--- src/rtl/clt_pkg.sv ---
`timescale 1ns / 1ps
// ----------------------------------------------------------------------------
// clt_pkg: shared types and constants for the command line tokenizer
// Character classes, lexer state codes, token kinds, status codes and the
// queue entry and result records passed between the front and back parts.
// ----------------------------------------------------------------------------
package clt_pkg;

    // parameter defaults
    localparam int DEF_LINE_BITS   = 16;
    localparam int DEF_COLUMN_BITS = 16;
    localparam int DEF_COUNT_BITS  = 16;
    localparam int DEF_QUEUE_DEPTH = 2;

    // character constants
    localparam logic [7:0] CH_NUL        = 8'd0;
    localparam logic [7:0] CH_NEWLINE    = 8'd10;
    localparam logic [7:0] CH_SPACE      = 8'd32;
    localparam logic [7:0] CH_DQUOTE     = 8'd34;
    localparam logic [7:0] CH_HASH       = 8'd35;
    localparam logic [7:0] CH_SQUOTE     = 8'd39;
    localparam logic [7:0] CH_SEMICOLON  = 8'd59;
    localparam logic [7:0] CH_BACKSLASH  = 8'd92;
    localparam logic [7:0] CH_UNDERSCORE = 8'd95;

    // character classes
    localparam logic [2:0] CL_WHITE   = 3'd0;
    localparam logic [2:0] CL_QUOTE   = 3'd1;
    localparam logic [2:0] CL_SEP     = 3'd2;
    localparam logic [2:0] CL_ESCAPE  = 3'd3;
    localparam logic [2:0] CL_COMMENT = 3'd4;
    localparam logic [2:0] CL_TOKEN   = 3'd5;

    // lexer states
    localparam logic [2:0] ST_SEARCH  = 3'd0;
    localparam logic [2:0] ST_TOKEN   = 3'd1;
    localparam logic [2:0] ST_QUOTE   = 3'd2;
    localparam logic [2:0] ST_AFTERQ  = 3'd3;
    localparam logic [2:0] ST_SEP     = 3'd4;
    localparam logic [2:0] ST_COMMENT = 3'd5;
    localparam logic [2:0] ST_HALT    = 3'd6;

    // token kinds
    localparam logic [1:0] K_VALUE   = 2'd0;
    localparam logic [1:0] K_SEP     = 2'd1;
    localparam logic [1:0] K_QUOTE   = 2'd2;
    localparam logic [1:0] K_COMMENT = 2'd3;

    // status codes
    localparam logic [2:0] STS_OK      = 3'd0;
    localparam logic [2:0] STS_PENDING = 3'd1;
    localparam logic [2:0] STS_ESCAPE  = 3'd2;
    localparam logic [2:0] STS_QUOTE   = 3'd3;
    localparam logic [2:0] STS_CHAR    = 3'd4;
    localparam logic [2:0] STS_CLASS   = 3'd5;

    // classified character as held in the queue
    typedef struct packed {
        logic       is_end;
        logic       is_newline;
        logic       is_dquote;
        logic       is_squote;
        logic       is_ident;
        logic [2:0] cls;
    } t_clt_item;

    // one result record
    typedef struct packed {
        logic        put_terminator;
        logic        copy_char;
        logic        token_start;
        logic [1:0]  token_kind;
        logic        is_identifier;
        logic [15:0] start_line;
        logic [15:0] start_column;
        logic [15:0] end_line;
        logic [15:0] end_column;
        logic [15:0] token_count;
        logic [2:0]  status;
        logic        string_done;
    } t_clt_result;

    // character class lookup
    function automatic logic [2:0] classify(input logic [7:0] c);
        logic [2:0] cl;
        cl = CL_TOKEN;
        if (c <= CH_SPACE) begin
            cl = CL_WHITE;
        end else if (c == CH_DQUOTE || c == CH_SQUOTE) begin
            cl = CL_QUOTE;
        end else if (c == CH_BACKSLASH) begin
            cl = CL_ESCAPE;
        end else if (c == CH_HASH) begin
            cl = CL_COMMENT;
        end else begin
            case (c) inside
                CH_SEMICOLON, 8'd61, 8'd63, 8'd46, 8'd33, 8'd64, 8'd36, 8'd37,
                8'd94, 8'd38, 8'd42, 8'd43, 8'd45, 8'd126, 8'd96, 8'd124,
                8'd58, 8'd44, 8'd47, 8'd123, 8'd125, 8'd40, 8'd41, 8'd60,
                8'd62, 8'd91, 8'd93: cl = CL_SEP;
                default: cl = CL_TOKEN;
            endcase
        end
        return cl;
    endfunction

    // letter or underscore
    function automatic logic starts_ident(input logic [7:0] c);
        return (c == CH_UNDERSCORE) || (c >= 8'd65 && c <= 8'd90) ||
               (c >= 8'd97 && c <= 8'd122);
    endfunction

    // low 16 bits of a counter of up to 32 bits, zero extended
    function automatic logic [15:0] low16(input logic [31:0] v);
        return v[15:0];
    endfunction

endpackage

--- src/rtl/clt_front.sv ---
`timescale 1ns / 1ps
// ----------------------------------------------------------------------------
// clt_front: input side of the tokenizer
// Takes input transfers while the queue has room and classifies each byte
// into a compact queue entry.
// ----------------------------------------------------------------------------
module clt_front (
    input  logic                 i_valid,
    input  logic [7:0]           i_char,
    input  logic                 i_queue_full,
    output logic                 o_ready,
    output logic                 o_push,
    output clt_pkg::t_clt_item   o_item
);
    import clt_pkg::*;

    // accept while the queue has a free slot
    assign o_ready = !i_queue_full;
    assign o_push  = i_valid && !i_queue_full;

    // classify the byte
    always_comb begin
        o_item.is_end     = (i_char == CH_NUL);
        o_item.is_newline = (i_char == CH_NEWLINE);
        o_item.is_dquote  = (i_char == CH_DQUOTE);
        o_item.is_squote  = (i_char == CH_SQUOTE);
        o_item.is_ident   = starts_ident(i_char);
        o_item.cls        = classify(i_char);
    end

endmodule

--- src/rtl/clt_queue.sv ---
`timescale 1ns / 1ps
// ----------------------------------------------------------------------------
// clt_queue: short queue between classifier and lexer
// Register based first-in first-out buffer of classified characters.
// ----------------------------------------------------------------------------
module clt_queue #(
    parameter int DEPTH = clt_pkg::DEF_QUEUE_DEPTH
) (
    input  logic                 i_clk,
    input  logic                 i_rst_n,
    input  logic                 i_push,
    input  clt_pkg::t_clt_item   i_data,
    output logic                 o_full,
    input  logic                 i_pop,
    output logic                 o_valid,
    output clt_pkg::t_clt_item   o_data
);
    import clt_pkg::*;

    localparam int PTR_BITS = (DEPTH > 1) ? $clog2(DEPTH) : 1;
    localparam int CNT_BITS = $clog2(DEPTH + 1);

    t_clt_item           r_mem [DEPTH];
    logic [PTR_BITS-1:0] r_wr_ptr;
    logic [PTR_BITS-1:0] r_rd_ptr;
    logic [CNT_BITS-1:0] r_count;
    logic [PTR_BITS-1:0] n_wr_ptr;
    logic [PTR_BITS-1:0] n_rd_ptr;
    logic [CNT_BITS-1:0] n_count;

    assign o_full  = (r_count == CNT_BITS'(DEPTH));
    assign o_valid = (r_count != '0);
    assign o_data  = r_mem[r_rd_ptr];

    // pointer and fill level update
    always_comb begin
        n_wr_ptr = r_wr_ptr;
        n_rd_ptr = r_rd_ptr;
        n_count  = r_count;
        if (i_push) begin
            n_wr_ptr = (r_wr_ptr == PTR_BITS'(DEPTH - 1)) ? '0 : r_wr_ptr + 1'b1;
        end
        if (i_pop) begin
            n_rd_ptr = (r_rd_ptr == PTR_BITS'(DEPTH - 1)) ? '0 : r_rd_ptr + 1'b1;
        end
        if (i_push && !i_pop) begin
            n_count = r_count + 1'b1;
        end else if (i_pop && !i_push) begin
            n_count = r_count - 1'b1;
        end
    end

    always_ff @(posedge i_clk) begin
        if (!i_rst_n) begin
            r_wr_ptr <= '0;
            r_rd_ptr <= '0;
            r_count  <= '0;
        end else begin
            r_wr_ptr <= n_wr_ptr;
            r_rd_ptr <= n_rd_ptr;
            r_count  <= n_count;
        end
    end

    // entry storage
    always_ff @(posedge i_clk) begin
        if (i_push) begin
            r_mem[r_wr_ptr] <= i_data;
        end
    end

endmodule

--- src/rtl/clt_lexer.sv ---
`timescale 1ns / 1ps
// ----------------------------------------------------------------------------
// clt_lexer: back part of the tokenizer
// Runs the lexer state machine on one queued character per cycle unless a result
// waits; keeps the position and token counters and holds the result in an output register.
// ----------------------------------------------------------------------------
module clt_lexer #(
    parameter int LINE_BITS   = clt_pkg::DEF_LINE_BITS,
    parameter int COLUMN_BITS = clt_pkg::DEF_COLUMN_BITS,
    parameter int COUNT_BITS  = clt_pkg::DEF_COUNT_BITS
) (
    input  logic                 i_clk,
    input  logic                 i_rst_n,
    input  logic                 i_item_valid,
    input  clt_pkg::t_clt_item   i_item,
    output logic                 o_item_pop,
    output logic                 o_res_valid,
    input  logic                 i_res_ready,
    output clt_pkg::t_clt_result o_res
);
    import clt_pkg::*;

    // lexer state
    logic [2:0]             r_state;
    logic                   r_dquote;
    logic                   r_esc_pend;
    logic                   r_nl_pend;
    logic [LINE_BITS-1:0]   r_line;
    logic [COLUMN_BITS-1:0] r_col;
    logic [LINE_BITS-1:0]   r_rec_line;
    logic [COLUMN_BITS-1:0] r_rec_col;
    logic                   r_ident;
    logic [COUNT_BITS-1:0]  r_tokens;
    logic                   r_last_char;
    logic                   r_buf_empty;
    logic [2:0]             r_err;

    logic [2:0]             n_state;
    logic                   n_dquote;
    logic                   n_esc_pend;
    logic                   n_nl_pend;
    logic [LINE_BITS-1:0]   n_line;
    logic [COLUMN_BITS-1:0] n_col;
    logic [LINE_BITS-1:0]   n_rec_line;
    logic [COLUMN_BITS-1:0] n_rec_col;
    logic                   n_ident;
    logic [COUNT_BITS-1:0]  n_tokens;
    logic                   n_last_char;
    logic                   n_buf_empty;
    logic [2:0]             n_err;

    // output register
    t_clt_result            r_out;
    logic                   r_out_valid;
    t_clt_result            res;

    // per character working values
    logic [LINE_BITS-1:0]   line_cur;
    logic [COLUMN_BITS-1:0] col_cur;
    logic [COLUMN_BITS-1:0] col_inc;
    logic                   delim;
    logic                   tok;
    logic [1:0]             kind;
    logic                   pop;

    assign pop         = i_item_valid && (!r_out_valid || i_res_ready);
    assign o_item_pop  = pop;
    assign o_res_valid = r_out_valid;
    assign o_res       = r_out;

    // line and column of the current character
    always_comb begin
        if (r_nl_pend) begin
            line_cur = (r_line == '1) ? r_line : r_line + 1'b1;
            col_cur  = '0;
        end else begin
            line_cur = r_line;
            col_cur  = r_col;
        end
        col_inc = (col_cur == '1) ? col_cur : col_cur + 1'b1;
    end

    // lexer transition and result
    always_comb begin
        n_state     = r_state;
        n_dquote    = r_dquote;
        n_esc_pend  = r_esc_pend;
        n_nl_pend   = r_nl_pend;
        n_line      = r_line;
        n_col       = r_col;
        n_rec_line  = r_rec_line;
        n_rec_col   = r_rec_col;
        n_ident     = r_ident;
        n_tokens    = r_tokens;
        n_last_char = r_last_char;
        n_buf_empty = r_buf_empty;
        n_err       = r_err;
        delim       = 1'b0;
        tok         = 1'b0;
        kind        = K_VALUE;
        res         = '0;

        if (i_item.is_end) begin
            // end of string: report and rearm
            res.put_terminator = r_buf_empty || r_last_char;
            res.token_count    = low16(32'(r_tokens));
            res.status         = (r_state != ST_HALT && r_state != ST_QUOTE) ? STS_OK : r_err;
            res.string_done    = 1'b1;
            n_state     = ST_SEARCH;
            n_dquote    = 1'b0;
            n_esc_pend  = 1'b0;
            n_nl_pend   = 1'b0;
            n_line      = '0;
            n_col       = '0;
            n_rec_line  = '0;
            n_rec_col   = '0;
            n_ident     = 1'b0;
            n_tokens    = '0;
            n_last_char = 1'b0;
            n_buf_empty = 1'b1;
            n_err       = STS_PENDING;
        end else if (r_state >= ST_HALT) begin
            // halted: ignore the character
            res.token_count = low16(32'(r_tokens));
            res.status      = r_err;
        end else begin
            unique case (r_state)
                ST_SEARCH: begin
                    case (i_item.cls)
                        CL_TOKEN: begin
                            tok = 1'b1; kind = K_VALUE; n_state = ST_TOKEN;
                            n_ident = i_item.is_ident;
                        end
                        CL_SEP: begin
                            delim = 1'b1; tok = 1'b1; kind = K_SEP; n_state = ST_SEP;
                        end
                        CL_QUOTE: begin
                            n_dquote = i_item.is_dquote;
                            tok = 1'b1; kind = K_QUOTE; n_state = ST_QUOTE;
                        end
                        CL_COMMENT: begin
                            delim = 1'b1; tok = 1'b1; kind = K_COMMENT;
                            n_state = ST_COMMENT;
                        end
                        CL_ESCAPE: begin
                            n_err = STS_ESCAPE; n_state = ST_HALT;
                        end
                        default: ;
                    endcase
                end
                ST_TOKEN, ST_AFTERQ: begin
                    case (i_item.cls)
                        CL_WHITE: begin
                            delim = 1'b1; n_state = ST_SEARCH;
                        end
                        CL_SEP: begin
                            delim = 1'b1; tok = 1'b1; kind = K_SEP; n_state = ST_SEP;
                        end
                        CL_COMMENT: begin
                            delim = 1'b1; tok = 1'b1; kind = K_COMMENT;
                            n_state = ST_COMMENT;
                        end
                        CL_QUOTE: begin
                            n_err = STS_QUOTE; n_state = ST_HALT;
                        end
                        CL_ESCAPE: begin
                            n_err = STS_ESCAPE; n_state = ST_HALT;
                        end
                        default: begin
                            if (r_state == ST_AFTERQ) begin
                                n_err = STS_CHAR; n_state = ST_HALT;
                            end
                        end
                    endcase
                end
                ST_QUOTE: begin
                    if (r_esc_pend) begin
                        n_esc_pend = 1'b0;
                    end else if ((i_item.is_dquote && r_dquote) ||
                                 (i_item.is_squote && !r_dquote)) begin
                        n_state = ST_AFTERQ;
                    end else if (i_item.cls == CL_ESCAPE) begin
                        n_esc_pend = 1'b1;
                    end
                end
                ST_SEP: begin
                    case (i_item.cls)
                        CL_WHITE: begin
                            delim = 1'b1; n_state = ST_SEARCH;
                        end
                        CL_SEP: begin
                            delim = 1'b1; tok = 1'b1; kind = K_SEP; n_state = ST_SEP;
                        end
                        CL_QUOTE: begin
                            delim = 1'b1; tok = 1'b1; kind = K_QUOTE; n_state = ST_QUOTE;
                            n_dquote = i_item.is_dquote;
                        end
                        CL_TOKEN: begin
                            delim = 1'b1; tok = 1'b1; kind = K_VALUE; n_state = ST_TOKEN;
                            n_ident = i_item.is_ident;
                        end
                        CL_COMMENT: begin
                            delim = 1'b1; tok = 1'b1; kind = K_COMMENT;
                            n_state = ST_COMMENT;
                        end
                        default: begin
                            n_err = STS_CLASS; n_state = ST_HALT;
                        end
                    endcase
                end
                default: begin
                    // comment runs to end of line
                    if (i_item.is_newline) begin
                        delim = 1'b1; n_state = ST_SEARCH;
                    end
                end
            endcase

            n_nl_pend = i_item.is_newline;
            n_line    = line_cur;
            n_col     = col_inc;

            // terminator before this character
            if (delim) begin
                res.put_terminator = 1'b1;
                n_last_char = 1'b0;
                n_buf_empty = 1'b0;
            end
            // new token record
            if (tok) begin
                n_tokens          = (r_tokens == '1) ? r_tokens : r_tokens + 1'b1;
                res.token_start   = 1'b1;
                res.token_kind    = kind;
                res.is_identifier = (kind == K_VALUE) && n_ident;
                res.start_line    = low16(32'(r_rec_line));
                res.start_column  = low16(32'(r_rec_col));
                n_rec_line        = line_cur;
                n_rec_col         = col_inc;
            end
            // character copied unless back to search
            if (n_state != ST_SEARCH) begin
                res.copy_char = 1'b1;
                n_last_char   = 1'b1;
                n_buf_empty   = 1'b0;
            end
            res.end_line    = low16(32'(line_cur));
            res.end_column  = low16(32'(col_cur));
            res.token_count = low16(32'(n_tokens));
            res.status      = n_err;
        end
    end

    // state registers
    always_ff @(posedge i_clk) begin
        if (!i_rst_n) begin
            r_state     <= ST_SEARCH;
            r_dquote    <= 1'b0;
            r_esc_pend  <= 1'b0;
            r_nl_pend   <= 1'b0;
            r_line      <= '0;
            r_col       <= '0;
            r_rec_line  <= '0;
            r_rec_col   <= '0;
            r_ident     <= 1'b0;
            r_tokens    <= '0;
            r_last_char <= 1'b0;
            r_buf_empty <= 1'b1;
            r_err       <= STS_PENDING;
            r_out_valid <= 1'b0;
        end else begin
            if (pop) begin
                r_state     <= n_state;
                r_dquote    <= n_dquote;
                r_esc_pend  <= n_esc_pend;
                r_nl_pend   <= n_nl_pend;
                r_line      <= n_line;
                r_col       <= n_col;
                r_rec_line  <= n_rec_line;
                r_rec_col   <= n_rec_col;
                r_ident     <= n_ident;
                r_tokens    <= n_tokens;
                r_last_char <= n_last_char;
                r_buf_empty <= n_buf_empty;
                r_err       <= n_err;
            end
            r_out_valid <= pop || (r_out_valid && !i_res_ready);
        end
    end

    // result payload
    always_ff @(posedge i_clk) begin
        if (pop) begin
            r_out <= res;
        end
    end

endmodule

--- src/rtl/command_line_tokenizer_fsm_top.sv ---
`timescale 1ns / 1ps
// path: a byte taken in is held in the queue register, then in the lexer output register,
// before its result transfer; throughput one byte per cycle while the result side is ready
// one byte per cycle is set by the lexer state update in the back part
// the output register lets the queue keep taking bytes while a result waits
// reset: synchronous, active low; empties the queue, lexer back to search,
// counters zero, status pending
// ----------------------------------------------------------------------------
// command_line_tokenizer_fsm_top: streaming command line tokenizer
// Classifies each input byte, queues it, and runs the lexer to produce one
// result record per byte.
// ----------------------------------------------------------------------------
module command_line_tokenizer_fsm_top #(
    parameter int LINE_BITS   = clt_pkg::DEF_LINE_BITS,
    parameter int COLUMN_BITS = clt_pkg::DEF_COLUMN_BITS,
    parameter int COUNT_BITS  = clt_pkg::DEF_COUNT_BITS,
    parameter int QUEUE_DEPTH = clt_pkg::DEF_QUEUE_DEPTH
) (
    input  logic        i_clk,
    input  logic        i_rst_n,
    input  logic        i_s_axis_tvalid,
    output logic        o_s_axis_tready,
    input  logic [7:0]  i_s_axis_tdata,   // [7:0] char_code
    output logic        o_m_axis_tvalid,
    input  logic        i_m_axis_tready,
    // [0] put_terminator, [1] copy_char, [2] token_start, [4:3] token_kind,
    // [5] is_identifier, [21:6] start_line, [37:22] start_column,
    // [53:38] end_line, [69:54] end_column, [85:70] token_count,
    // [88:86] status, [95:89] zero
    output logic [95:0] o_m_axis_tdata,
    output logic        o_m_axis_tlast    // string_done
);
    import clt_pkg::*;

    t_clt_item   push_item;
    t_clt_item   head_item;
    t_clt_result res;
    logic        push;
    logic        queue_full;
    logic        head_valid;
    logic        pop;

    // classify incoming bytes
    clt_front u_front (
        .i_valid      (i_s_axis_tvalid),
        .i_char       (i_s_axis_tdata),
        .i_queue_full (queue_full),
        .o_ready      (o_s_axis_tready),
        .o_push       (push),
        .o_item       (push_item)
    );

    // decoupling queue
    clt_queue #(
        .DEPTH (QUEUE_DEPTH)
    ) u_queue (
        .i_clk   (i_clk),
        .i_rst_n (i_rst_n),
        .i_push  (push),
        .i_data  (push_item),
        .o_full  (queue_full),
        .i_pop   (pop),
        .o_valid (head_valid),
        .o_data  (head_item)
    );

    // lexer and result register
    clt_lexer #(
        .LINE_BITS   (LINE_BITS),
        .COLUMN_BITS (COLUMN_BITS),
        .COUNT_BITS  (COUNT_BITS)
    ) u_lexer (
        .i_clk        (i_clk),
        .i_rst_n      (i_rst_n),
        .i_item_valid (head_valid),
        .i_item       (head_item),
        .o_item_pop   (pop),
        .o_res_valid  (o_m_axis_tvalid),
        .i_res_ready  (i_m_axis_tready),
        .o_res        (res)
    );

    // pack the result transfer
    assign o_m_axis_tdata = {7'd0, res.status, res.token_count, res.end_column,
                             res.end_line, res.start_column, res.start_line,
                             res.is_identifier, res.token_kind, res.token_start,
                             res.copy_char, res.put_terminator};
    assign o_m_axis_tlast = res.string_done;

endmodule

--- config.mk ---
export PLATFORM = sky130hd
export DESIGN_NAME = command_line_tokenizer_fsm_top
export DESIGN_NICKNAME = d
export VERILOG_FILES = /design/src/rtl/clt_pkg.sv /design/src/rtl/clt_front.sv /design/src/rtl/clt_queue.sv /design/src/rtl/clt_lexer.sv /design/src/rtl/command_line_tokenizer_fsm_top.sv
export SDC_FILE = /design/constraint.sdc
export NUM_CORES = 1
export LEC_CHECK = 0
export ABC_AREA = 1
export CAP_MARGIN = 20
export CORE_UTILIZATION = 40
export CTS_CLUSTER_DIAMETER = 50
export DETAILED_ROUTE_END_ITERATION = 12
export DONT_BUFFER_PORTS = 1
export GPL_TIMING_DRIVEN = 0
export PLACE_DENSITY = 0.64
export RECOVER_POWER = 100
export SLEW_MARGIN = 40
export SYNTH_ARGS = -nofsm -noshare
export SYNTH_HDL_FRONTEND = slang
export SYNTH_SLANG_ARGS = --single-unit
--- constraint.sdc ---
create_clock -name i_clk -period 7.65 [get_ports i_clk]
set_input_delay 0.765 -clock i_clk [delete_from_list [all_inputs] [get_ports i_clk]]
set_output_delay 0.765 -clock i_clk [all_outputs]
set_load 0.01 [all_outputs]
==> run summary <==
buffers plus inverters on the worst setup path - 4
post-CTS sizing - 0
Worst Setup Path Type - flop to flop
Clock Skews - 9.36 ps
CTS buffer count - 26
Final Hold Viols - 0
MaxCap Viol Count - 2
clock slew seen by the registers of the worst setup and hold paths - 60 ps
critical path launch point type - flop
Synth Register Bits - 204
CP Data Arrival Time - 4620 ps
initial core utilization - 0.408
Die Area - 0.0255 sq mm
post-synthesis simple-gate area fraction - 0.253
Post-synth EDFFs - 106
final wirelength - 26,100 microns
Worst-Margin Slew - 2200 ps
post-detailed-route wirelength per cell - 16.4 microns
Post-Syn Area per Cell - 8.22 sq um
failing checks - max-capacitance violations, max-slew violations
mux contribution to synthesized area - 0
Warnings, synthesis - 0
Ports - 111
post-layout minimum cycle time - 4520 ps
largest net degree at the start of global routing - 44
RSZ-0062 raised after global routing - no
setup TNS - 0 ps
Slew headroom - -0.466
area added between synthesis and finish - 11.9%
Pwr Total - 4850 uW
CP Max Fanout - 43
Final HPWL DP - 19,000 microns
insertion delay to the later sink of the worst-skew pair - 520 ps
Clock Path Buffers - 3
gr ovfl total - 0
cells after synthesis - 1,209
TritonCTS clock tree - done
synthesized-area fraction occupied by xor and xnor cells - 0.0229
GP Congestion - 0.953
via count - 8,222
# Post-CTS Setup Buffers - 0
critical path's slowest cell - clkbuf_1
fraction of registers with async set/reset - 0
# fillers - 2,454
DRT iter0 DRCs - 670
status - finished with violations
die span in y - 160 microns
Min-Delay Path Class - input port to flop
vias per cell - 5.17
Synth cell types - 47
commonest non-fill, non-tap cell in the layout - nand2_1
Core ar. - 0.0243 sq mm
critical path's most frequent cell - clkbuf_1
Tot GR Track Use - 0.201
DRC - 0
row count - 57
clock root buffer - clkbuf_16
first-pass GRT wire length - 40,900 microns
TritonCTS Sinks - 204
r2r setup slk - 3130 ps
port buffer count - 0
n_diodes - 0
Max stage delay on crit path - 1640 ps
largest family of logic cells by synthesized area - simple AND/OR/NAND/NOR gates
vias in the first global route - 7,633
CP Cell Sequence - nand2_1 > o21ai_0 > clkbuf_1 > inv_1 > clkbuf_1 > clkbuf_1
Peak Freq - 0.221 GHz
kind of cell adding the most delay to the critical path - buffers and inverters
DRT Pass-1 Iters - 5
endpoint type of the worst setup path - flop
most frequent cells in the layout - nand2_1 (249), nor2_1 (156), inv_1 (139)
share of layout cells above drive strength 1 - 0.0648
max-slew violation count - 76
ys flop type - edfxtp_1
Compound-Gate Fraction of Synth Area - 0.112
antenna-violating nets left - 0
Die X - 160 microns
Netlist Area Pre-Place - 0.00993 sq mm
Leak Pwr - 0.00401 uW
Post-CTS Hold Buffers - 0
Worst EP required - 7740 ps
Pwr Density - 436 mW/mm^2
# nets final - 1,261
H-tree depth - 1
initial antenna violation count - 0
VDD IR-drop max - 184 uV
sequential area share after synthesis - 0.518
final worst path period share - 0.591
Post-Synth Adder-Cell Area - 0.00504
final setup vio count - 0
[registers in the layout (all words and copies together) (netlist names), named ones only]
signal and count:
u_lexer.r_line 16, u_lexer.r_rec_line 16, u_queue.r_mem 16, u_lexer.r_buf_empty 1, u_lexer.r_state 3, u_queue.r_rd_ptr 1, u_lexer.r_esc_pend 1, u_lexer.r_tokens 16
u_lexer.r_err 3, u_lexer.r_col 16, u_lexer.r_last_char 1, u_lexer.r_dquote 1, u_lexer.o_res_valid 1, u_lexer.r_nl_pend 1, u_queue.r_count 2, u_lexer.r_rec_col 16
u_queue.r_wr_ptr 1, u_lexer.o_res 90, u_lexer.r_ident 1
[stage by stage]
step	setup slack [ps]	hold WS, ps	area (sq um)	utilization	instances
after floorplan	3320	413	9960	-	1215
after global placement	1950	433	10400	0.426	1539
after CTS	5100	374	11300	0.465	1589
after detailed placement	5090	434	10400	0.428	1541
after global routing	2660	389	11100	0.457	1589
final	3130	390	11100	0.457	1589
[layout make-up]
| cell class | instances | area (sq um) | area share |
|---|---|---|---|
| Timing Repair Buffer | 2 | 7.51 | 0.000676 |
| Clock inverter | 17 | 184 | 0.0166 |
| Tap cell | 324 | 405 | 0.0365 |
| Inverter | 145 | 546 | 0.0491 |
| Clock buffer | 31 | 711 | 0.0640 |
| Sequential cell | 204 | 5140 | 0.463 |
| Buffer | 57 | 277 | 0.0249 |
| Multi-Input combinational cell | 809 | 3840 | 0.345 |
[cells in the mapped netlist, types with 2 or more instances]
master     instances  area share
dfxtp_1           98        0.20
xor2_1            20       0.018
nor2_4             2      0.0023
a21oi_1           94       0.047
o21a_1             5      0.0038
o211ai_1          12      0.0091
xnor2_1            6      0.0053
o31ai_1            2      0.0015
clkbuf_1          16      0.0060
nand3_1           93       0.047
buf_1              4      0.0015
nor3_2             5      0.0050
nand4_1           26       0.016
a211oi_1           4      0.0030
nor4_1             4      0.0025
inv_2             12      0.0045
nor2_2             5      0.0031
buf_6              9       0.010
nor3_1            18      0.0091
buf_2             18      0.0091
nand2_4            2      0.0023
o21ai_0           61       0.031
nor2_1           151       0.057
edfxtp_1         106        0.32
o21ai_1            9      0.0045
ha_1               4      0.0050
nand2_1          246       0.093
inv_1            132       0.050
o2111ai_1          2      0.0018
or2_2              4      0.0025
buf_4             10      0.0076
nand2_2            9      0.0057
and2_1             2      0.0013
a31oi_1            3      0.0019
o22ai_1            3      0.0019
[cell families (layout without fill, tap and decap cells)]
logic type	after synthesis	in the layout
flops	204	204
other cells	1	7
fa+ha+maj	4	4
buf+inv	202	252
compound gates	201	201
simple gates	571	571
xor+xnor	26	26
[layer usage]
| layer | share of wire | up-vias | track usage |
|---|---|---|---|
| met1 | 0.43 | 3826 | 0.260 |
| li1 | - | 4070 | - |
| met5 | 0 | - | 0 |
| met2 | 0.47 | 288 | 0.341 |
| met4 | 0.020 | 0 | 0.0551 |
| met3 | 0.073 | 38 | 0.0399 |
[worst paths after layout]
| path | startpoint | cells after the start | end |
|---|---|---|---|
| worst max-delay path | u_lexer.o_res_valid | 6 | u_lexer.o_res[26] |
| worst max register to register | u_lexer.o_res_valid | 6 | u_lexer.o_res[26] |
| worst min register to register | u_lexer.r_buf_empty | 2 | u_lexer.r_buf_empty |
| worst min-delay path | i_rst_n | 2 | u_lexer.r_rec_col[15] |
[report_power, final]
| group | internal [uW] | leakage (uW) | switching (uW) | total [uW] |
|---|---|---|---|---|
| clock | 768 | 0.000431 | 472 | 1240 |
| sequential | 1620 | 0.00184 | 268 | 1890 |
| combinational | 400 | 0.00173 | 1320 | 1720 |
No activity file was read; power rests on OpenSTA's default activity.
